## src/hdl/msp_pkg.sv

```systemverilog
package msp_pkg;

  localparam int unsigned MAX_ROWS   = 8;
  localparam int unsigned MAX_COLS   = 8;
  localparam int unsigned VALUE_BITS = 16;

  // Fixed field widths
  localparam int unsigned IDX_BITS  = 3;
  localparam int unsigned CFG_BITS  = 4;
  localparam int unsigned ADDR_BITS = 3;
  localparam int unsigned DATA_BITS = 32;

  localparam logic [CFG_BITS-1:0] ROWS_RESET = 4'd4;
  localparam logic [CFG_BITS-1:0] COLS_RESET = 4'd6;

  // Register indexes (paddr[2])
  localparam logic REG_ROWS = 1'b0;
  localparam logic REG_COLS = 1'b1;

  typedef struct packed {
    logic load;     // element request accepted
    logic restart;  // config write, back to row 0 column 0
    logic issue;    // read out one row for emission
  } msp_cmd_t;

  typedef struct packed {
    logic final_elem;  // current position is the last element of the matrix
    logic emit_last;   // emission counter sits on the last row
  } msp_stat_t;

endpackage

```

## src/hdl/msp_cfg.sv

```systemverilog
module msp_cfg (
  input  logic                           clk_i,
  input  logic                           rst_ni,
  input  logic                           psel,
  input  logic                           penable,
  input  logic                           pwrite,
  input  logic [msp_pkg::ADDR_BITS-1:0]  paddr,
  input  logic [msp_pkg::DATA_BITS-1:0]  pwdata,
  output logic [msp_pkg::DATA_BITS-1:0]  prdata,
  output logic                           pready,
  output logic [msp_pkg::CFG_BITS-1:0]   rows_cfg_o,
  output logic [msp_pkg::CFG_BITS-1:0]   cols_cfg_o,
  output logic                           cfg_wr_o
);
  import msp_pkg::*;

  logic [CFG_BITS-1:0] rows_q, rows_d;
  logic [CFG_BITS-1:0] cols_q, cols_d;
  logic                wr_en;

  assign pready = 1'b1;
  assign wr_en  = psel && penable && pwrite;

  always_comb begin
    rows_d = rows_q;
    cols_d = cols_q;
    if (wr_en) begin
      case (paddr[2])
        REG_ROWS: rows_d = pwdata[CFG_BITS-1:0];
        REG_COLS: cols_d = pwdata[CFG_BITS-1:0];
        default:  rows_d = rows_q;
      endcase
    end
  end

  always_ff @(posedge clk_i or negedge rst_ni) begin
    if (!rst_ni) begin
      rows_q <= ROWS_RESET;
      cols_q <= COLS_RESET;
    end else begin
      rows_q <= rows_d;
      cols_q <= cols_d;
    end
  end

  always_comb begin
    case (paddr[2])
      REG_ROWS: prdata = DATA_BITS'(rows_q);
      REG_COLS: prdata = DATA_BITS'(cols_q);
      default:  prdata = '0;
    endcase
  end

  assign rows_cfg_o = rows_q;
  assign cols_cfg_o = cols_q;
  assign cfg_wr_o   = wr_en;

endmodule

```

## src/hdl/msp_ctrl.sv

```systemverilog
module msp_ctrl (
  input  logic               clk_i,
  input  logic               rst_ni,
  input  logic               start,
  input  logic               cfg_wr_i,
  input  msp_pkg::msp_stat_t stat_i,
  output msp_pkg::msp_cmd_t  cmd_o,
  output logic               busy_o
);
  import msp_pkg::*;

  localparam logic ST_LOAD = 1'b0;
  localparam logic ST_EMIT = 1'b1;

  logic state_q, state_d;
  logic accept;

  assign busy_o = (state_q == ST_EMIT);
  assign accept = start && !busy_o;

  always_comb begin
    state_d = state_q;
    case (state_q)
      ST_LOAD: if (accept && !cfg_wr_i && stat_i.final_elem) state_d = ST_EMIT;
      ST_EMIT: if (stat_i.emit_last) state_d = ST_LOAD;
      default: state_d = ST_LOAD;
    endcase
  end

  always_ff @(posedge clk_i or negedge rst_ni) begin
    if (!rst_ni) begin
      state_q <= ST_LOAD;
    end else begin
      state_q <= state_d;
    end
  end

  assign cmd_o.load    = accept && !cfg_wr_i;
  assign cmd_o.restart = cfg_wr_i;
  assign cmd_o.issue   = (state_q == ST_EMIT);

endmodule

```

## src/hdl/msp_dp.sv

```systemverilog
module msp_dp #(
  parameter int unsigned MaxRows   = msp_pkg::MAX_ROWS,
  parameter int unsigned MaxCols   = msp_pkg::MAX_COLS,
  parameter int unsigned ValueBits = msp_pkg::VALUE_BITS
) (
  input  logic                                clk_i,
  input  logic                                rst_ni,
  input  msp_pkg::msp_cmd_t                   cmd_i,
  output msp_pkg::msp_stat_t                  stat_o,
  input  logic [msp_pkg::CFG_BITS-1:0]        rows_cfg_i,
  input  logic [msp_pkg::CFG_BITS-1:0]        cols_cfg_i,
  input  logic signed [ValueBits-1:0]         element_value_i,
  output logic                                out_valid_o,
  output logic [msp_pkg::IDX_BITS-1:0]        row_index_o,
  output logic [msp_pkg::IDX_BITS-1:0]        column_index_o,
  output logic signed [ValueBits-1:0]         minimum_value_o,
  output logic                                is_saddle_o,
  output logic                                any_saddle_o,
  output logic                                last_o
);
  import msp_pkg::*;

  localparam int unsigned RowW = (MaxRows > 1) ? $clog2(MaxRows) : 1;
  localparam int unsigned ColW = (MaxCols > 1) ? $clog2(MaxCols) : 1;

  logic [RowW-1:0] rows_m1, r_q, e_q;
  logic [ColW-1:0] cols_m1, c_q;

  // Clamp sizes: zero acts as one, oversize as the maximum
  always_comb begin
    if (rows_cfg_i == '0)                     rows_m1 = '0;
    else if (32'(rows_cfg_i) > MaxRows)       rows_m1 = RowW'(MaxRows - 1);
    else                                      rows_m1 = RowW'(32'(rows_cfg_i) - 32'd1);
    if (cols_cfg_i == '0)                     cols_m1 = '0;
    else if (32'(cols_cfg_i) > MaxCols)       cols_m1 = ColW'(MaxCols - 1);
    else                                      cols_m1 = ColW'(32'(cols_cfg_i) - 32'd1);
  end

  logic row_end;
  assign row_end           = (c_q == cols_m1);
  assign stat_o.final_elem = row_end && (r_q == rows_m1);
  assign stat_o.emit_last  = (e_q == rows_m1);

  always_ff @(posedge clk_i or negedge rst_ni) begin
    if (!rst_ni) begin
      r_q <= '0;
      c_q <= '0;
    end else if (cmd_i.restart) begin
      r_q <= '0;
      c_q <= '0;
    end else if (cmd_i.load) begin
      if (row_end) begin
        c_q <= '0;
        r_q <= (r_q == rows_m1) ? '0 : r_q + RowW'(1);
      end else begin
        c_q <= c_q + ColW'(1);
      end
    end
  end

  // Running row minimum, first occurrence wins
  logic signed [ValueBits-1:0] min_q, min_d;
  logic [ColW-1:0]             mincol_q, mincol_d;
  logic                        take;

  assign take     = (c_q == '0) || (element_value_i < min_q);
  assign min_d    = take ? element_value_i : min_q;
  assign mincol_d = take ? c_q : mincol_q;

  always_ff @(posedge clk_i) begin
    if (cmd_i.load) begin
      min_q    <= min_d;
      mincol_q <= mincol_d;
    end
  end

  logic signed [ValueBits-1:0] rowmin_mem [MaxRows];
  logic [ColW-1:0]             rowcol_mem [MaxRows];
  logic signed [ValueBits-1:0] rd_min_q;
  logic [ColW-1:0]             rd_col_q;

  always_ff @(posedge clk_i) begin
    if (cmd_i.load && row_end) begin
      rowmin_mem[r_q] <= min_d;
      rowcol_mem[r_q] <= mincol_d;
    end
    if (cmd_i.issue) begin
      rd_min_q <= rowmin_mem[e_q];
      rd_col_q <= rowcol_mem[e_q];
    end
  end

  // Column maxima as a rotating line: entry 0 is always the current column,
  // updated value re-enters at position cols-1. Aligned again after each row.
  logic signed [ValueBits-1:0] cm_q [MaxCols];
  logic signed [ValueBits-1:0] cm_upd;

  assign cm_upd = ((r_q == '0) || (element_value_i > cm_q[0])) ? element_value_i : cm_q[0];

  for (genvar k = 0; k < MaxCols; k++) begin : g_cm
    if (k < MaxCols - 1) begin : g_mid
      always_ff @(posedge clk_i) begin
        if (cmd_i.load) begin
          if (ColW'(k) == cols_m1)     cm_q[k] <= cm_upd;
          else if (ColW'(k) < cols_m1) cm_q[k] <= cm_q[k+1];
        end
      end
    end else begin : g_tail
      always_ff @(posedge clk_i) begin
        if (cmd_i.load && (ColW'(k) == cols_m1)) cm_q[k] <= cm_upd;
      end
    end
  end

  // Emission: stage 1 reads the row store, stage 2 compares with the column max
  logic            s1_valid_q;
  logic [RowW-1:0] s1_row_q;
  logic            s1_last_q;

  always_ff @(posedge clk_i or negedge rst_ni) begin
    if (!rst_ni) begin
      e_q        <= '0;
      s1_valid_q <= 1'b0;
      out_valid_o <= 1'b0;
    end else begin
      s1_valid_q  <= cmd_i.issue;
      out_valid_o <= s1_valid_q;
      if (cmd_i.issue) e_q <= stat_o.emit_last ? '0 : e_q + RowW'(1);
    end
  end

  always_ff @(posedge clk_i) begin
    if (cmd_i.issue) begin
      s1_row_q  <= e_q;
      s1_last_q <= stat_o.emit_last;
    end
  end

  logic sad, any_d;
  assign sad   = (rd_min_q == cm_q[rd_col_q]);
  assign any_d = ((s1_row_q == '0) ? 1'b0 : any_saddle_o) | sad;

  always_ff @(posedge clk_i) begin
    if (s1_valid_q) begin
      row_index_o     <= IDX_BITS'(s1_row_q);
      column_index_o  <= IDX_BITS'(rd_col_q);
      minimum_value_o <= rd_min_q;
      is_saddle_o     <= sad;
      any_saddle_o    <= any_d;
      last_o          <= s1_last_q;
    end
  end

endmodule

```

## src/hdl/matrix_saddle_point_finder_top.sv

```systemverilog
// Elements are taken one per cycle while busy is low; each is folded into the
// running row minimum and column maximum in the cycle it is accepted.
// After the final element of the matrix busy rises and the rows are read out
// and compared, one result per row each cycle; busy is high while rows issue.
// Results cannot be held off; each is valid for exactly one cycle.
// Reset restores rows 4, columns 6 and the load position to row 0 column 0.
module matrix_saddle_point_finder_top #(
  parameter int unsigned MaxRows   = msp_pkg::MAX_ROWS,
  parameter int unsigned MaxCols   = msp_pkg::MAX_COLS,
  parameter int unsigned ValueBits = msp_pkg::VALUE_BITS
) (
  input  logic                           clk_i,
  input  logic                           rst_ni,
  input  logic                           psel,
  input  logic                           penable,
  input  logic                           pwrite,
  input  logic [msp_pkg::ADDR_BITS-1:0]  paddr,
  input  logic [msp_pkg::DATA_BITS-1:0]  pwdata,
  output logic [msp_pkg::DATA_BITS-1:0]  prdata,
  output logic                           pready,
  input  logic                           start,
  output logic                           busy,
  input  logic signed [ValueBits-1:0]    element_value_i,
  output logic                           out_valid_o,
  output logic [msp_pkg::IDX_BITS-1:0]   row_index_o,
  output logic [msp_pkg::IDX_BITS-1:0]   column_index_o,
  output logic signed [ValueBits-1:0]    minimum_value_o,
  output logic                           is_saddle_o,
  output logic                           any_saddle_o,
  output logic                           last_o
);
  import msp_pkg::*;

  logic [CFG_BITS-1:0] rows_cfg, cols_cfg;
  logic                cfg_wr;
  msp_cmd_t            cmd;
  msp_stat_t           stat;

  msp_cfg u_cfg (
    .clk_i      (clk_i),
    .rst_ni     (rst_ni),
    .psel       (psel),
    .penable    (penable),
    .pwrite     (pwrite),
    .paddr      (paddr),
    .pwdata     (pwdata),
    .prdata     (prdata),
    .pready     (pready),
    .rows_cfg_o (rows_cfg),
    .cols_cfg_o (cols_cfg),
    .cfg_wr_o   (cfg_wr)
  );

  msp_ctrl u_ctrl (
    .clk_i    (clk_i),
    .rst_ni   (rst_ni),
    .start    (start),
    .cfg_wr_i (cfg_wr),
    .stat_i   (stat),
    .cmd_o    (cmd),
    .busy_o   (busy)
  );

  msp_dp #(
    .MaxRows   (MaxRows),
    .MaxCols   (MaxCols),
    .ValueBits (ValueBits)
  ) u_dp (
    .clk_i           (clk_i),
    .rst_ni          (rst_ni),
    .cmd_i           (cmd),
    .stat_o          (stat),
    .rows_cfg_i      (rows_cfg),
    .cols_cfg_i      (cols_cfg),
    .element_value_i (element_value_i),
    .out_valid_o     (out_valid_o),
    .row_index_o     (row_index_o),
    .column_index_o  (column_index_o),
    .minimum_value_o (minimum_value_o),
    .is_saddle_o     (is_saddle_o),
    .any_saddle_o    (any_saddle_o),
    .last_o          (last_o)
  );

  a_busy_from_request: assert property (@(posedge clk_i) disable iff (!rst_ni)
    $rose(busy) |-> $past(start && !busy))
    else $error("busy rose without an accepted request");

  a_first_row_zero: assert property (@(posedge clk_i) disable iff (!rst_ni)
    (out_valid_o && !$past(out_valid_o)) |-> (row_index_o == '0))
    else $error("result burst does not open with row 0");

  a_gap_after_last: assert property (@(posedge clk_i) disable iff (!rst_ni)
    (out_valid_o && last_o) |=> !out_valid_o)
    else $error("result right after the final row");

  a_any_covers_saddle: assert property (@(posedge clk_i) disable iff (!rst_ni)
    (out_valid_o && is_saddle_o) |-> any_saddle_o)
    else $error("saddle row without any_saddle");

endmodule
```

## config.mk

```make
export PLATFORM = sky130hd
export DESIGN_NAME = matrix_saddle_point_finder_top
export DESIGN_NICKNAME = d
export VERILOG_FILES = /design/src/hdl/msp_pkg.sv /design/src/hdl/msp_cfg.sv /design/src/hdl/msp_ctrl.sv /design/src/hdl/msp_dp.sv /design/src/hdl/matrix_saddle_point_finder_top.sv
export SDC_FILE = /design/constraint.sdc
export NUM_CORES = 1
export LEC_CHECK = 0
export BUFFER_PORTS_ARGS = -buffer_cell sky130_fd_sc_hd__buf_2
export CELL_PAD_IN_SITES_DETAIL_PLACEMENT = 0
export CELL_PAD_IN_SITES_GLOBAL_PLACEMENT = 2
export CORE_MARGIN = 2
export CORE_UTILIZATION = 47
export DETAILED_ROUTE_END_ITERATION = 10
export PLACE_DENSITY = 0.88
export SYNTH_ARGS = -nofsm -noshare
export SYNTH_HDL_FRONTEND = slang
export SYNTH_SLANG_ARGS = --single-unit
```

## constraint.sdc

```tcl
create_clock -name clk_i -period 8.7 [get_ports clk_i]
set_input_delay 0 -clock clk_i [delete_from_list [all_inputs] [get_ports clk_i]]
set_output_delay 0 -clock clk_i [all_outputs]
set_load 0.05 [all_outputs]
```

==> results of run 1 <==
## stage by stage
| step | instance area [um^2] | hold slack (ns) | utilization [%] | instances | setup WS [ns] |
|---|---|---|---|---|---|
| 3_3_place_gp | 17800 | -0.0116 | 49.8 | 1694 | 4.52 |
| 5_1_grt | 19200 | 0.0298 | 53.7 | 1783 | 4.30 |
| 2_1_floorplan | 17300 | -0.296 | - | 1251 | 4.60 |
| 6_report | 19200 | 0.0222 | 53.7 | 1783 | 4.52 |
| 3_5_place_dp | 17800 | -0.00359 | 49.8 | 1694 | 4.49 |
| 4_1_cts | 19200 | 0.00585 | 53.7 | 1783 | 4.47 |
## per-layer routing
metal	part of all wire, %	vias up	GRT usage, %
met5	0	-	0
met4	2.8	0	7.12
met3	5.7	62	2.92
met2	46	355	33.3
met1	45	5164	30.1
li1	-	4772	-
## layout make-up
class / instances / area share [%]
Multi-Input combinational cell: 728 / 29.1
Sequential cell: 367 / 56.9
Timing Repair Buffer: 111 / 3.93
Inverter: 53 / 1.04
Clock buffer: 48 / 5.31
Clock inverter: 15 / 0.697
Tap cell: 461 / 3.00
## worst paths after layout
| check | startpoint | endpoint | slack, ns | cells after the start |
|---|---|---|---|---|
| worst min register to register | u_dp.s1_last_q | u_dp.last_o | 0.43 | 0 |
| min in group asynchronous | rst_ni | u_cfg.rows_cfg_o[2] | 0.53 | 3 |
| worst max-delay path | u_ctrl.busy_o | u_dp.cm_q[5][6] | 4.52 | 10 |
| max in group asynchronous | rst_ni | u_dp.e_q[0] | 6.84 | 4 |
| worst min-delay path | element_value_i[6] | u_dp.cm_q[7][6] | 0.02 | 3 |
| worst max register to register | u_ctrl.busy_o | u_dp.cm_q[5][6] | 4.52 | 10 |
## sequential cells by signal, summed over array words and instances, names as in the netlist
| name | flops |
|---|---|
| u_dp.cm_q | 128 |
| u_dp.column_index_o | 3 |
| u_dp.rd_min_q | 16 |
| u_cfg.rows_cfg_o | 4 |
| u_dp.rd_col_q | 3 |
| u_dp.c_q | 3 |
| u_dp.last_o | 1 |
| u_dp.mincol_q | 3 |
| u_dp.s1_row_q | 3 |
| u_dp.r_q | 3 |
| u_ctrl.busy_o | 1 |
| u_dp.out_valid_o | 1 |
| u_dp.s1_valid_q | 1 |
| u_cfg.cols_cfg_o | 4 |
| u_dp.is_saddle_o | 1 |
| u_dp.s1_last_q | 1 |
| u_dp.minimum_value_o | 16 |
| u_dp.row_index_o | 3 |
| u_dp.any_saddle_o | 1 |
| u_dp.e_q | 3 |
| u_dp.rowcol_mem | 24 |
| u_dp.rowmin_mem | 128 |
| u_dp.min_q | 16 |
## synthesized netlist by cell type, drive strengths merged, types with 4 or more instances
cell type	count	area share [%]
a211oi	6	0.29
a21o	4	0.18
a21oi	16	0.47
a22oi	14	0.61
a31oi	115	4.2
buf	64	2.5
clkbuf	39	0.85
dfrtp	17	2.5
edfxtp	347	61
ha	38	2.8
inv	53	1.2
mux2	28	1.8
mux2i	38	2.2
mux4	56	7.4
nand2	100	2.2
nand2b	10	0.36
nand3	7	0.23
nand4	7	0.26
nor2	130	2.8
nor2b	7	0.26
nor3	6	0.18
o211ai	4	0.18
o21ai	32	1.3
o31ai	5	0.25
or3	17	0.62
xnor2	11	0.61
xor2	8	0.41
## what timing repair did
item,4_1_cts,5_1_grt
endpoints found under the hold margin,52,0
hold buffers,26,0
setup endpoints to repair,0,0
## cell families (layout without fill, tap and decap cells)
kind of cell    after synthesis  count (layout)  synth area share [%]
flops                       367             367                  63.7
simple gates                299             299                  7.58
compound gates              220             220                  8.93
buf+inv                     156             227                  4.53
mux                         122             122                  11.4
fa+ha+maj                    39              39                  2.84
xor+xnor                     19              19                  1.01
other cells                   2              29                0.0438
## power by group through the flow
stage,clock (mW),sequential (mW),combinational [mW]
floorplan,0,2.89,1.59
global placement,0,2.85,2.21
detailed placement,0,2.86,2.26
CTS,1.57,2.83,2.28
global route,1.63,2.87,2.47
finish,1.54,2.83,2.26
## worst max-delay path, delay by kind of cell (launching register included)
family                 cells  cell delay [ns]
flip-flops                 1             0.38
buffers and inverters      6             2.71
AO/OA/AOI/OAI              2             0.21
AND/OR/NAND/NOR            2             0.46
==> impl_metrics.xml, run 1 <==
<?xml version="1.0" encoding="UTF-8"?>
<metrics>
  <group name="clocking">
    <metric name="clock_tree.buffer_depth" unit="">3</metric>
    <metric name="cts.sink_count" unit="">367</metric>
    <metric name="cts_setup_buffers" unit="">0</metric>
    <metric name="clk_transition_reported_paths" unit="ns">0.06</metric>
    <metric name="clock_tree.root_cell" unit="">sky130_fd_sc_hd__clkbuf_16</metric>
    <metric name="htree_num_levels" unit="">2</metric>
    <metric name="cts-buffers-inserted" unit="">39</metric>
    <metric name="cts.repair.resized" unit="">0</metric>
    <metric name="cts_tree" unit="">yes</metric>
    <metric name="insertion_delay" unit="ns">0.56</metric>
  </group>
  <group name="global_routing">
    <metric name="grt_start_max_net_pins" unit="">47</metric>
    <metric name="grt_pass1_vias" unit="">10200</metric>
    <metric name="grt.total_usage" unit="%">21.0</metric>
    <metric name="grt_antenna_before_repair" unit="">0</metric>
    <metric name="grt_overflow_total" unit="">0</metric>
    <metric name="grt_pass1_wl" unit="um">60500</metric>
  </group>
  <group name="yosys">
    <metric name="synth_area" unit="um^2">17200</metric>
    <metric name="synthesis.yosys.warnings" unit="">0</metric>
    <metric name="synth_seq_cells" unit="">367</metric>
    <metric name="ys_seq_area_share" unit="%">63.7</metric>
    <metric name="synth.avg_cell_area" unit="um^2">14.0</metric>
    <metric name="synth_cells" unit="">1224</metric>
    <metric name="main_flop_type_after_synthesis" unit="">sky130_fd_sc_hd__edfxtp_1</metric>
    <metric name="synth_edf_count" unit="">347</metric>
    <metric name="synth_cell_type_count" unit="">68</metric>
    <metric name="async_reset_ff_share" unit="%">5.45</metric>
  </group>
  <group name="timing">
    <metric name="max_slew_margin" unit="%">32.2</metric>
    <metric name="period_needed" unit="ns">4.18</metric>
    <metric name="timing.fmax" unit="MHz">239</metric>
    <metric name="number_of_hold_violations_in_the_final_report" unit="">0</metric>
    <metric name="report.final.setup_viol" unit="">0</metric>
    <metric name="clock_skew" unit="ns">0.0193</metric>
    <metric name="rsz0062_at_grt" unit="">no</metric>
    <metric name="worst_pin_slew" unit="ns">1.02</metric>
    <metric name="setup-tns-final" unit="ns">0</metric>
    <metric name="timing.final.crit_share" unit="%">48.0</metric>
    <metric name="finalMaxSlewViolations" unit="">0</metric>
  </group>
  <group name="cells_and_area">
    <metric name="num-fill-cells" unit="">2941</metric>
    <metric name="leading_cell_type_in_the_layout_fill_and_taps_excluded" unit="">sky130_fd_sc_hd__edfxtp_1</metric>
    <metric name="multiInputGateArea" unit="um^2">5600</metric>
    <metric name="final_net_count" unit="">1395</metric>
    <metric name="layout_common_cells" unit="">sky130_fd_sc_hd__edfxtp_1 (347), sky130_fd_sc_hd__nor2_1 (124), sky130_fd_sc_hd__a31oi_1 (114)</metric>
    <metric name="layout-area-overhead-vs-synth" unit="%">12.0</metric>
    <metric name="sequential_cell_area" unit="um^2">10900</metric>
    <metric name="n_antenna_cell" unit="">0</metric>
    <metric name="drive_above_1_share" unit="%">20.0</metric>
  </group>
  <group name="floorplan">
    <metric name="fp-row-count" unit="">69</metric>
    <metric name="design.die.area" unit="um^2">38100</metric>
    <metric name="num_io_pins" unit="">117</metric>
    <metric name="floorplan.die.height" unit="um">195</metric>
    <metric name="core_region_area" unit="um^2">35700</metric>
    <metric name="start_util" unit="%">48.0</metric>
    <metric name="die_width" unit="um">195</metric>
  </group>
  <group name="setup_path">
    <metric name="worstPathCellList" unit="">nor2b_1, nand2b_1, inv_2, buf_4, o21ai_2, buf_4, inv_1, a21oi_2, buf_4, inv_1</metric>
    <metric name="worstPathRequired" unit="ns">8.86</metric>
    <metric name="critical-path-max-stage-delay" unit="ns">0.77</metric>
    <metric name="slowest_stage" unit="">sky130_fd_sc_hd__inv_1</metric>
    <metric name="timing_worst_setup_path_type" unit="">reg -&gt; reg</metric>
    <metric name="worstPathMaxFanout" unit="">40</metric>
    <metric name="worstPathArrival" unit="ns">4.34</metric>
    <metric name="worst_setup_path_start_kind" unit="">register</metric>
    <metric name="crit_path_frequent_cell" unit="">sky130_fd_sc_hd__buf_4</metric>
    <metric name="crit_path_end_kind" unit="">register</metric>
  </group>
  <group name="power">
    <metric name="post-layout-total-power" unit="mW">6.63</metric>
    <metric name="power_frac_clock" unit="%">23.3</metric>
    <metric name="p_sw_share" unit="%">35.2</metric>
    <metric name="p_leak" unit="nW">6.98</metric>
    <metric name="power.switching" unit="mW">2.33</metric>
    <metric name="seq_power_share" unit="%">42.7</metric>
    <metric name="p_comb_share" unit="%">34.1</metric>
    <metric name="internal_power" unit="mW">4.30</metric>
    <metric name="power.density_cell_area" unit="nW/um^2">345</metric>
    <metric name="irDropWorstVdd" unit="mV">0.161</metric>
  </group>
  <group name="route">
    <metric name="detail_route.wl_per_cell" unit="um">22.5</metric>
    <metric name="drt_pre_antenna_iters" unit="">5</metric>
    <metric name="route.detailed.drc" unit="">0</metric>
    <metric name="vias" unit="">10400</metric>
    <metric name="dr.first_iter.drc_count" unit="">906</metric>
    <metric name="via_per_inst" unit="">5.81</metric>
    <metric name="drt-total-wl" unit="um">40100</metric>
    <metric name="postRouteAntennaNets" unit="">0</metric>
  </group>
  <group name="outcome">
    <metric name="run_status" unit="">complete, no violations</metric>
  </group>
  <group name="placement">
    <metric name="routability_congestion" unit="">0.811</metric>
    <metric name="number_of_input_and_output_port_buffers_inserted" unit="">57</metric>
    <metric name="detailedPlacementHpwl" unit="um">24800</metric>
  </group>
  <group name="worst_hold_path">
    <metric name="hold_class" unit="">in -&gt; reg</metric>
  </group>
  <group name="flow_run">
    <metric name="maxCapViolations" unit="">0</metric>
  </group>
</metrics>
Note: power is estimated with default switching activity, not from simulation.
==> run 2: changes to the inputs <==
--- a/config.mk
+++ b/config.mk
@@ -9,9 +9,9 @@
 export CELL_PAD_IN_SITES_DETAIL_PLACEMENT = 0
 export CELL_PAD_IN_SITES_GLOBAL_PLACEMENT = 2
 export CORE_MARGIN = 2
-export CORE_UTILIZATION = 47
+export CORE_UTILIZATION = 39
 export DETAILED_ROUTE_END_ITERATION = 10
-export PLACE_DENSITY = 0.88
+export PLACE_DENSITY = 0.79
 export SYNTH_ARGS = -nofsm -noshare
 export SYNTH_HDL_FRONTEND = slang
 export SYNTH_SLANG_ARGS = --single-unit
==> constraint.sdc (replaced) <==
create_clock -name clk_i -period 3.7 [get_ports clk_i]
set_input_delay 0 -clock clk_i [delete_from_list [all_inputs] [get_ports clk_i]]
set_output_delay 0 -clock clk_i [all_outputs]
set_load 0.05 [all_outputs]
==> run 2 against run 1 <==
Flip-flop and latch count is the same; largest cell class unchanged; worst setup slack lost 4.0 ns; critical endpoint is now u_dp.rowmin_mem[5][14]; critical path type unchanged; power grew 140%; routed wire length grew 4.9%; clock skew grew 0.012 ns; maximum frequency grew 33%; non-clock buffer count grew 15; sequential share of layout area shrank 1.1 points; highest routed layer unchanged.
==> impl_metrics.xml, run 2 (synthesized netlist as in run 1, its figures left out) <==
<?xml version="1.0" encoding="UTF-8"?>
<metrics>
  <group name="cells_and_area">
    <metric name="n_antenna_cell" unit="">0</metric>
    <metric name="layout_common_cells" unit="">sky130_fd_sc_hd__edfxtp_1 (347), sky130_fd_sc_hd__nor2_1 (124), sky130_fd_sc_hd__a31oi_1 (114)</metric>
    <metric name="layout.cells.non_filler" unit="">1932</metric>
    <metric name="drive_above_1_share" unit="%">20.9</metric>
    <metric name="layout-area-overhead-vs-synth" unit="%">14.2</metric>
    <metric name="multiInputGateArea" unit="um^2">5600</metric>
    <metric name="largestRegisters" unit="">u_dp.cm_q: 128 flops, u_dp.rowmin_mem: 128 flops, u_dp.rowcol_mem: 24 flops</metric>
    <metric name="leading_cell_type_in_the_layout_fill_and_taps_excluded" unit="">sky130_fd_sc_hd__edfxtp_1</metric>
    <metric name="sequential_cell_area" unit="um^2">10900</metric>
    <metric name="num-fill-cells" unit="">3814</metric>
    <metric name="final_net_count" unit="">1412</metric>
  </group>
  <group name="setup_path">
    <metric name="worst_r2r_path_depth" unit="">9</metric>
    <metric name="worstPathMaxFanout" unit="">19</metric>
    <metric name="timing_worst_setup_path_type" unit="">reg -&gt; reg</metric>
    <metric name="r2r-start" unit="">u_cfg.cols_cfg_o[1]</metric>
    <metric name="worst_setup_path_start_kind" unit="">register</metric>
    <metric name="crit_reg_reg_endpoint" unit="">u_dp.rowmin_mem[5][14]</metric>
    <metric name="critical-path-max-stage-delay" unit="ns">0.54</metric>
    <metric name="worst-r2r-setup-slack" unit="ns">0.56</metric>
    <metric name="worstPathCellList" unit="">inv_1, ha_1, and2b_1, nor2_1, o311ai_1, nand3_2, or3_1, nor2_2, buf_4</metric>
    <metric name="worstPathRequired" unit="ns">3.92</metric>
    <metric name="slowest_stage" unit="">sky130_fd_sc_hd__dfstp_2</metric>
    <metric name="worstPathArrival" unit="ns">3.36</metric>
    <metric name="crit_path_end_kind" unit="">register</metric>
  </group>
  <group name="floorplan">
    <metric name="num_io_pins" unit="">117</metric>
    <metric name="fp-row-count" unit="">76</metric>
    <metric name="die_width" unit="um">214</metric>
    <metric name="core_region_area" unit="um^2">43300</metric>
    <metric name="start_util" unit="%">39.7</metric>
    <metric name="design.die.area" unit="um^2">45700</metric>
    <metric name="floorplan.die.height" unit="um">214</metric>
  </group>
  <group name="global_routing">
    <metric name="grt.total_usage" unit="%">18.7</metric>
    <metric name="grt_pass1_wl" unit="um">62600</metric>
    <metric name="grt_pass1_vias" unit="">10300</metric>
    <metric name="grt_antenna_before_repair" unit="">0</metric>
    <metric name="grt_start_max_net_pins" unit="">47</metric>
    <metric name="grt_overflow_total" unit="">0</metric>
  </group>
  <group name="timing">
    <metric name="worst_pin_slew" unit="ns">1.11</metric>
    <metric name="timing.final.crit_share" unit="%">84.8</metric>
    <metric name="timing.fmax" unit="MHz">319</metric>
    <metric name="period_needed" unit="ns">3.14</metric>
    <metric name="max_slew_margin" unit="%">25.8</metric>
    <metric name="number_of_hold_violations_in_the_final_report" unit="">0</metric>
    <metric name="finalMaxSlewViolations" unit="">0</metric>
    <metric name="clock_skew" unit="ns">0.0309</metric>
    <metric name="setup-tns-final" unit="ns">0</metric>
    <metric name="report.final.setup_viol" unit="">0</metric>
    <metric name="rsz0062_at_grt" unit="">no</metric>
  </group>
  <group name="clocking">
    <metric name="htree_num_levels" unit="">2</metric>
    <metric name="cts_tree" unit="">yes</metric>
    <metric name="clock_tree.root_cell" unit="">sky130_fd_sc_hd__clkbuf_16</metric>
    <metric name="clk_transition_reported_paths" unit="ns">0.06</metric>
    <metric name="clock_tree.buffer_depth" unit="">3</metric>
    <metric name="insertion_delay" unit="ns">0.58</metric>
    <metric name="cts-buffers-inserted" unit="">41</metric>
    <metric name="cts.sink_count" unit="">367</metric>
    <metric name="cts.repair.resized" unit="">0</metric>
  </group>
  <group name="placement">
    <metric name="placedCellCount" unit="">1829</metric>
    <metric name="number_of_input_and_output_port_buffers_inserted" unit="">57</metric>
    <metric name="routability_congestion" unit="">0.802</metric>
    <metric name="detailedPlacementHpwl" unit="um">26800</metric>
  </group>
  <group name="route">
    <metric name="vias" unit="">10400</metric>
    <metric name="drt-total-wl" unit="um">42000</metric>
    <metric name="postRouteAntennaNets" unit="">0</metric>
    <metric name="route.detailed.drc" unit="">0</metric>
    <metric name="dr.first_iter.drc_count" unit="">980</metric>
    <metric name="drt_pre_antenna_iters" unit="">5</metric>
    <metric name="detail_route.wl_per_cell" unit="um">21.8</metric>
    <metric name="via_per_inst" unit="">5.37</metric>
  </group>
  <group name="outcome">
    <metric name="run_status" unit="">complete, no violations</metric>
  </group>
  <group name="worst_hold_path">
    <metric name="timing.hold.worst.start" unit="">element_value_i[15]</metric>
    <metric name="hold_path_sink" unit="">u_dp.min_q[15]</metric>
    <metric name="hold_class" unit="">in -&gt; reg</metric>
    <metric name="hold-path-cell-count" unit="">2</metric>
  </group>
  <group name="power">
    <metric name="irDropWorstVdd" unit="mV">0.374</metric>
    <metric name="power.density_cell_area" unit="nW/um^2">810</metric>
    <metric name="p_leak" unit="nW">7.10</metric>
  </group>
  <group name="flow_run">
    <metric name="maxCapViolations" unit="">0</metric>
  </group>
</metrics>
-- run 2: worst max path at each step --
stage	start	cells past startpoint	endpoint
after global routing	u_cfg.cols_cfg_o[1]	9	u_dp.rowmin_mem[5][13]
after floorplan	u_ctrl.busy_o	8	u_dp.cm_q[1][0]
final	u_cfg.cols_cfg_o[1]	9	u_dp.rowmin_mem[5][14]
after detailed placement	u_cfg.cols_cfg_o[1]	9	u_dp.rowmin_mem[4][3]
after CTS	u_cfg.cols_cfg_o[1]	9	u_dp.rowcol_mem[4][2]
after global placement	u_cfg.cols_cfg_o[1]	9	u_dp.rowmin_mem[4][0]
-- run 2: where the power goes --
group          internal [mW]  switching [mW]
sequential              6.18           0.637
combinational           1.97            3.33
clock                   2.10            1.67
-- run 2: layout make-up --
type	instances	share of cell area, %
Clock inverter	20	0.683
Tap cell	585	3.73
Multi-Input combinational cell	728	28.6
Clock buffer	53	5.57
Timing Repair Buffer	126	4.67
Inverter	53	1.03
Sequential cell	367	55.7
-- run 2: worst max-delay path: cells and delay by family (launching register included) --
kind	cells	cell delay [ns]
fa+ha+maj	1	0.21
flops	1	0.54
simple gates	5	1.20
compound gates	1	0.46
buf+inv	2	0.39
-- run 2: metal layers --
| layer | GRT usage [%] | share of wire (%) |
|---|---|---|
| met2 | 30.0 | 47 |
| met5 | 0 | 0 |
| met3 | 3.28 | 5.5 |
| met1 | 26.4 | 46 |
| met4 | 4.91 | 2.0 |
-- run 2: timing repair --
action	4_1_cts	5_1_grt
endpoints found under the hold margin	125	0
buffers inserted	0	0
hold buffers	30	0
-- run 2: through the flow --
step / power (mW) / cell area (um^2) / hold slack [ns] / worst slack, ns / util [%]
2_1_floorplan: 10.5 / 17300 / -0.296 / 0.185 / -
3_3_place_gp: 12.1 / 18100 / -0.00386 / 0.634 / 41.8
3_5_place_dp: 12.2 / 18100 / -0.00845 / 0.535 / 41.8
4_1_cts: 16.0 / 19600 / 0.0229 / 0.548 / 45.3
5_1_grt: 16.7 / 19600 / 0.0475 / 0.290 / 45.3
6_report: 15.9 / 19600 / 0.0328 / 0.561 / 45.3
==> run 3: changes to the inputs <==
--- a/config.mk
+++ b/config.mk
@@ -5,13 +5,14 @@
 export SDC_FILE = /design/constraint.sdc
 export NUM_CORES = 1
 export LEC_CHECK = 0
+export ABC_AREA = 1
 export BUFFER_PORTS_ARGS = -buffer_cell sky130_fd_sc_hd__buf_2
 export CELL_PAD_IN_SITES_DETAIL_PLACEMENT = 0
 export CELL_PAD_IN_SITES_GLOBAL_PLACEMENT = 2
 export CORE_MARGIN = 2
-export CORE_UTILIZATION = 39
+export CORE_UTILIZATION = 40
 export DETAILED_ROUTE_END_ITERATION = 10
-export PLACE_DENSITY = 0.79
+export PLACE_DENSITY = 0.84
 export SYNTH_ARGS = -nofsm -noshare
 export SYNTH_HDL_FRONTEND = slang
 export SYNTH_SLANG_ARGS = --single-unit
==> constraint.sdc (replaced) <==
create_clock -name clk_i -period 2.95 [get_ports clk_i]
set_input_delay 0 -clock clk_i [delete_from_list [all_inputs] [get_ports clk_i]]
set_output_delay 0 -clock clk_i [all_outputs]
set_load 0.05 [all_outputs]
==> run 3 against run 2 <==
Sequential share of layout area decreased by 2.1 points; die area increased by 0.74%; clock skew decreased by 0.014 ns; synthesized cell count increased by 45%; worst setup slack got worse by 0.29 ns; maximum frequency increased by 17%; largest cell class unchanged.
==> impl_metrics.xml, run 3 <==
<?xml version="1.0" encoding="UTF-8"?>
<metrics>
  <group name="route">
    <metric name="route.layer.met1.wl" unit="um">21400</metric>
    <metric name="postRouteAntennaNets" unit="">0</metric>
    <metric name="route.top_layer_used" unit="">met4</metric>
    <metric name="drt_pre_antenna_iters" unit="">5</metric>
    <metric name="dr.first_iter.drc_count" unit="">1165</metric>
    <metric name="via_per_inst" unit="">5.20</metric>
    <metric name="route.detailed.drc" unit="">0</metric>
    <metric name="detail_route.wl_per_cell" unit="um">19.4</metric>
    <metric name="vias" unit="">12900</metric>
    <metric name="met2_length" unit="um">22700</metric>
    <metric name="drt-total-wl" unit="um">48200</metric>
    <metric name="met3_wire_length" unit="um">2810</metric>
  </group>
  <group name="clocking">
    <metric name="clk_transition_reported_paths" unit="ns">0.06</metric>
    <metric name="cts_tree" unit="">yes</metric>
    <metric name="cts.sink_count" unit="">367</metric>
    <metric name="clock_tree.buffer_depth" unit="">3</metric>
    <metric name="cts_setup_buffers" unit="">0</metric>
    <metric name="htree_num_levels" unit="">2</metric>
    <metric name="cts-buffers-inserted" unit="">42</metric>
    <metric name="cts.repair.resized" unit="">0</metric>
    <metric name="insertion_delay" unit="ns">0.58</metric>
    <metric name="clock_tree.root_cell" unit="">sky130_fd_sc_hd__clkbuf_16</metric>
  </group>
  <group name="power">
    <metric name="p_leak" unit="nW">8.29</metric>
    <metric name="seq_power_share" unit="%">39.2</metric>
    <metric name="power.switching" unit="mW">8.62</metric>
    <metric name="internal_power" unit="mW">13.4</metric>
    <metric name="irDropWorstVdd" unit="mV">0.521</metric>
    <metric name="power.density_cell_area" unit="nW/um^2">1080</metric>
    <metric name="post-layout-total-power" unit="mW">22.0</metric>
    <metric name="p_sw_share" unit="%">39.2</metric>
    <metric name="p_comb_share" unit="%">37.0</metric>
    <metric name="power_frac_clock" unit="%">23.8</metric>
  </group>
  <group name="yosys">
    <metric name="ys_seq_area_share" unit="%">61.6</metric>
    <metric name="main_flop_type_after_synthesis" unit="">sky130_fd_sc_hd__edfxtp_1</metric>
    <metric name="synth.avg_cell_area" unit="um^2">10.0</metric>
    <metric name="synth_seq_cells" unit="">367</metric>
    <metric name="netlist.area_leader.share" unit="%">58.8</metric>
    <metric name="synth_cell_type_count" unit="">45</metric>
    <metric name="synth_cells" unit="">1771</metric>
    <metric name="synth_area" unit="um^2">17700</metric>
    <metric name="synth_most_common_cell" unit="">sky130_fd_sc_hd__nand2_1</metric>
    <metric name="async_reset_ff_share" unit="%">5.45</metric>
    <metric name="synthesis.yosys.warnings" unit="">0</metric>
    <metric name="synth_edf_count" unit="">347</metric>
    <metric name="synth_area_leaders" unit="">sky130_fd_sc_hd__edfxtp_1 (59%), sky130_fd_sc_hd__nand2_1 (9.6%), sky130_fd_sc_hd__nand3_1 (4.7%), sky130_fd_sc_hd__nor2_1 (4.7%), sky130_fd_sc_hd__o21ai_0 (3.9%)</metric>
    <metric name="synth_commonest_cells" unit="">sky130_fd_sc_hd__nand2_1 (452), sky130_fd_sc_hd__edfxtp_1 (347), sky130_fd_sc_hd__nor2_1 (222)</metric>
    <metric name="synth_top_cell_by_area" unit="">sky130_fd_sc_hd__edfxtp_1</metric>
  </group>
  <group name="flow_run">
    <metric name="maxCapViolations" unit="">0</metric>
  </group>
  <group name="setup_path">
    <metric name="worst-r2r-setup-slack" unit="ns">0.27</metric>
    <metric name="r2r-start" unit="">u_cfg.cols_cfg_o[1]</metric>
    <metric name="crit_path_end_kind" unit="">register</metric>
    <metric name="timing_worst_setup_path_type" unit="">reg -&gt; reg</metric>
    <metric name="worst_r2r_path_depth" unit="">12</metric>
    <metric name="worstPathArrival" unit="ns">3.00</metric>
    <metric name="crit_reg_reg_endpoint" unit="">u_dp.cm_q[6][1]</metric>
    <metric name="worstPathRequired" unit="ns">3.27</metric>
    <metric name="worstPathMaxFanout" unit="">17</metric>
    <metric name="worst_setup_path_start_kind" unit="">register</metric>
  </group>
  <group name="timing">
    <metric name="period_needed" unit="ns">2.68</metric>
    <metric name="worst_pin_slew" unit="ns">0.978</metric>
    <metric name="clock_skew" unit="ns">0.0167</metric>
    <metric name="postLayoutSetupSlackWorst" unit="ns">0.275</metric>
    <metric name="worst_hold_slack" unit="ns">0.0520</metric>
    <metric name="report.final.setup_viol" unit="">0</metric>
    <metric name="setup-tns-final" unit="ns">0</metric>
    <metric name="finalMaxSlewViolations" unit="">0</metric>
    <metric name="max_slew_margin" unit="%">34.8</metric>
    <metric name="timing.final.crit_share" unit="%">90.7</metric>
    <metric name="rsz0062_at_grt" unit="">no</metric>
    <metric name="number_of_hold_violations_in_the_final_report" unit="">0</metric>
    <metric name="timing.fmax" unit="MHz">374</metric>
  </group>
  <group name="worst_hold_path">
    <metric name="hold-path-cell-count" unit="">4</metric>
    <metric name="hold_class" unit="">in -&gt; reg</metric>
    <metric name="timing.hold.worst.start" unit="">psel</metric>
    <metric name="hold_path_sink" unit="">u_ctrl.busy_o</metric>
  </group>
  <group name="global_routing">
    <metric name="grt_pass1_vias" unit="">12300</metric>
    <metric name="grt_pass1_wl" unit="um">73500</metric>
    <metric name="grt_start_max_net_pins" unit="">80</metric>
    <metric name="grt_antenna_before_repair" unit="">0</metric>
    <metric name="grt.total_usage" unit="%">20.9</metric>
    <metric name="grt_overflow_total" unit="">0</metric>
  </group>
  <group name="floorplan">
    <metric name="floorplan.die.height" unit="um">215</metric>
    <metric name="start_util" unit="%">40.3</metric>
    <metric name="core_region_area" unit="um^2">44000</metric>
    <metric name="fp-row-count" unit="">77</metric>
    <metric name="num_io_pins" unit="">117</metric>
    <metric name="design.die.area" unit="um^2">46000</metric>
    <metric name="die_width" unit="um">215</metric>
  </group>
  <group name="placement">
    <metric name="routability_congestion" unit="">0.807</metric>
    <metric name="number_of_input_and_output_port_buffers_inserted" unit="">57</metric>
    <metric name="dpl_cell_area" unit="um^2">18900</metric>
    <metric name="detailedPlacementHpwl" unit="um">29600</metric>
    <metric name="placedCellCount" unit="">2390</metric>
    <metric name="place_ws" unit="ns">0.256</metric>
  </group>
  <group name="outcome">
    <metric name="run_status" unit="">complete, no violations</metric>
  </group>
  <group name="cells_and_area">
    <metric name="postLayoutCoreUtil" unit="%">46.2</metric>
    <metric name="final_standard_cell_area_without_fillers" unit="um^2">20400</metric>
    <metric name="final_net_count" unit="">1949</metric>
    <metric name="layout.cells.non_filler" unit="">2478</metric>
    <metric name="largestRegisters" unit="">u_dp.cm_q: 128 flops, u_dp.rowmin_mem: 128 flops, u_dp.rowcol_mem: 24 flops</metric>
    <metric name="layout-area-overhead-vs-synth" unit="%">14.8</metric>
    <metric name="layout_common_cells" unit="">sky130_fd_sc_hd__nand2_1 (452), sky130_fd_sc_hd__edfxtp_1 (347), sky130_fd_sc_hd__nor2_1 (216)</metric>
    <metric name="n_antenna_cell" unit="">0</metric>
    <metric name="leading_cell_type_in_the_layout_fill_and_taps_excluded" unit="">sky130_fd_sc_hd__nand2_1</metric>
    <metric name="drive_above_1_share" unit="%">12.4</metric>
  </group>
</metrics>
-- run 3: how the worst max path moves through the flow --
| stage | start | slack [ns] | to |
|---|---|---|---|
| final | u_cfg.cols_cfg_o[1] | 0.27 | u_dp.cm_q[6][1] |
| after global routing | u_cfg.cols_cfg_o[1] | 0.07 | u_dp.rowmin_mem[3][0] |
| after detailed placement | u_cfg.cols_cfg_o[1] | 0.26 | u_dp.cm_q[6][3] |
| after floorplan | u_cfg.cols_cfg_o[1] | 0.03 | u_dp.rowcol_mem[1][0] |
| after CTS | u_cfg.cols_cfg_o[1] | 0.25 | u_dp.cm_q[6][3] |
| after global placement | u_cfg.cols_cfg_o[1] | 0.28 | u_dp.cm_q[6][1] |
-- run 3: kinds of logic after synthesis --
kind of cell	synth area share (%)
and+or+nand+nor	22.6
DFF	61.6
adders and majority gates	2.68
AOI/OAI and AO/OA	6.75
buffers and inverters	5.47
other	0.0424
xor gates and xnor gates	0.840
-- run 3: critical path, stage by stage, from the launching register on --
cell and delay [ns]:
sky130_fd_sc_hd__dfstp_2 0.54, sky130_fd_sc_hd__inv_1 0.04, sky130_fd_sc_hd__ha_1 0.19, sky130_fd_sc_hd__o21ai_2 0.23
sky130_fd_sc_hd__inv_2 0.07, sky130_fd_sc_hd__nor2_4 0.11, sky130_fd_sc_hd__inv_4 0.15, sky130_fd_sc_hd__nor2_8 0.16
sky130_fd_sc_hd__inv_4 0.15, sky130_fd_sc_hd__nor2_8 0.33, sky130_fd_sc_hd__inv_4 0.23, sky130_fd_sc_hd__nand3_1 0.15
sky130_fd_sc_hd__nand2_1 0.05
-- run 3: layout make-up --
class | count | area, um^2
tap | 592 | 741
clock inverter | 22 | 263
fill | 4176 | 23700
clock buffer | 54 | 1110
timing repair buffer | 119 | 956
inverter | 103 | 394
multi-input combinational | 1221 | 5980
sequential | 367 | 10900
-- run 3: timing repair --
item | in CTS | in global routing
hold buffers | 12 | 0
hold endpoints to repair | 35 | 0
setup endpoints to repair | 0 | 0
-- run 3: power by group through the flow --
stage | Sequential [mW] | Combinational [mW] | Clock, mW
floorplan | 8.92 | 5.19 | 0
global placement | 8.68 | 8.01 | 0
detailed placement | 8.70 | 8.15 | 0
CTS | 8.61 | 8.19 | 5.35
global route | 8.74 | 9.18 | 5.54
finish | 8.62 | 8.14 | 5.24
-- run 3: per-layer routing --
layer	track usage, %	vias to the layer above
met4	7.22	0
met2	34.1	378
met3	3.12	84
li1	-	6203
met1	28.5	6220
met5	0	-
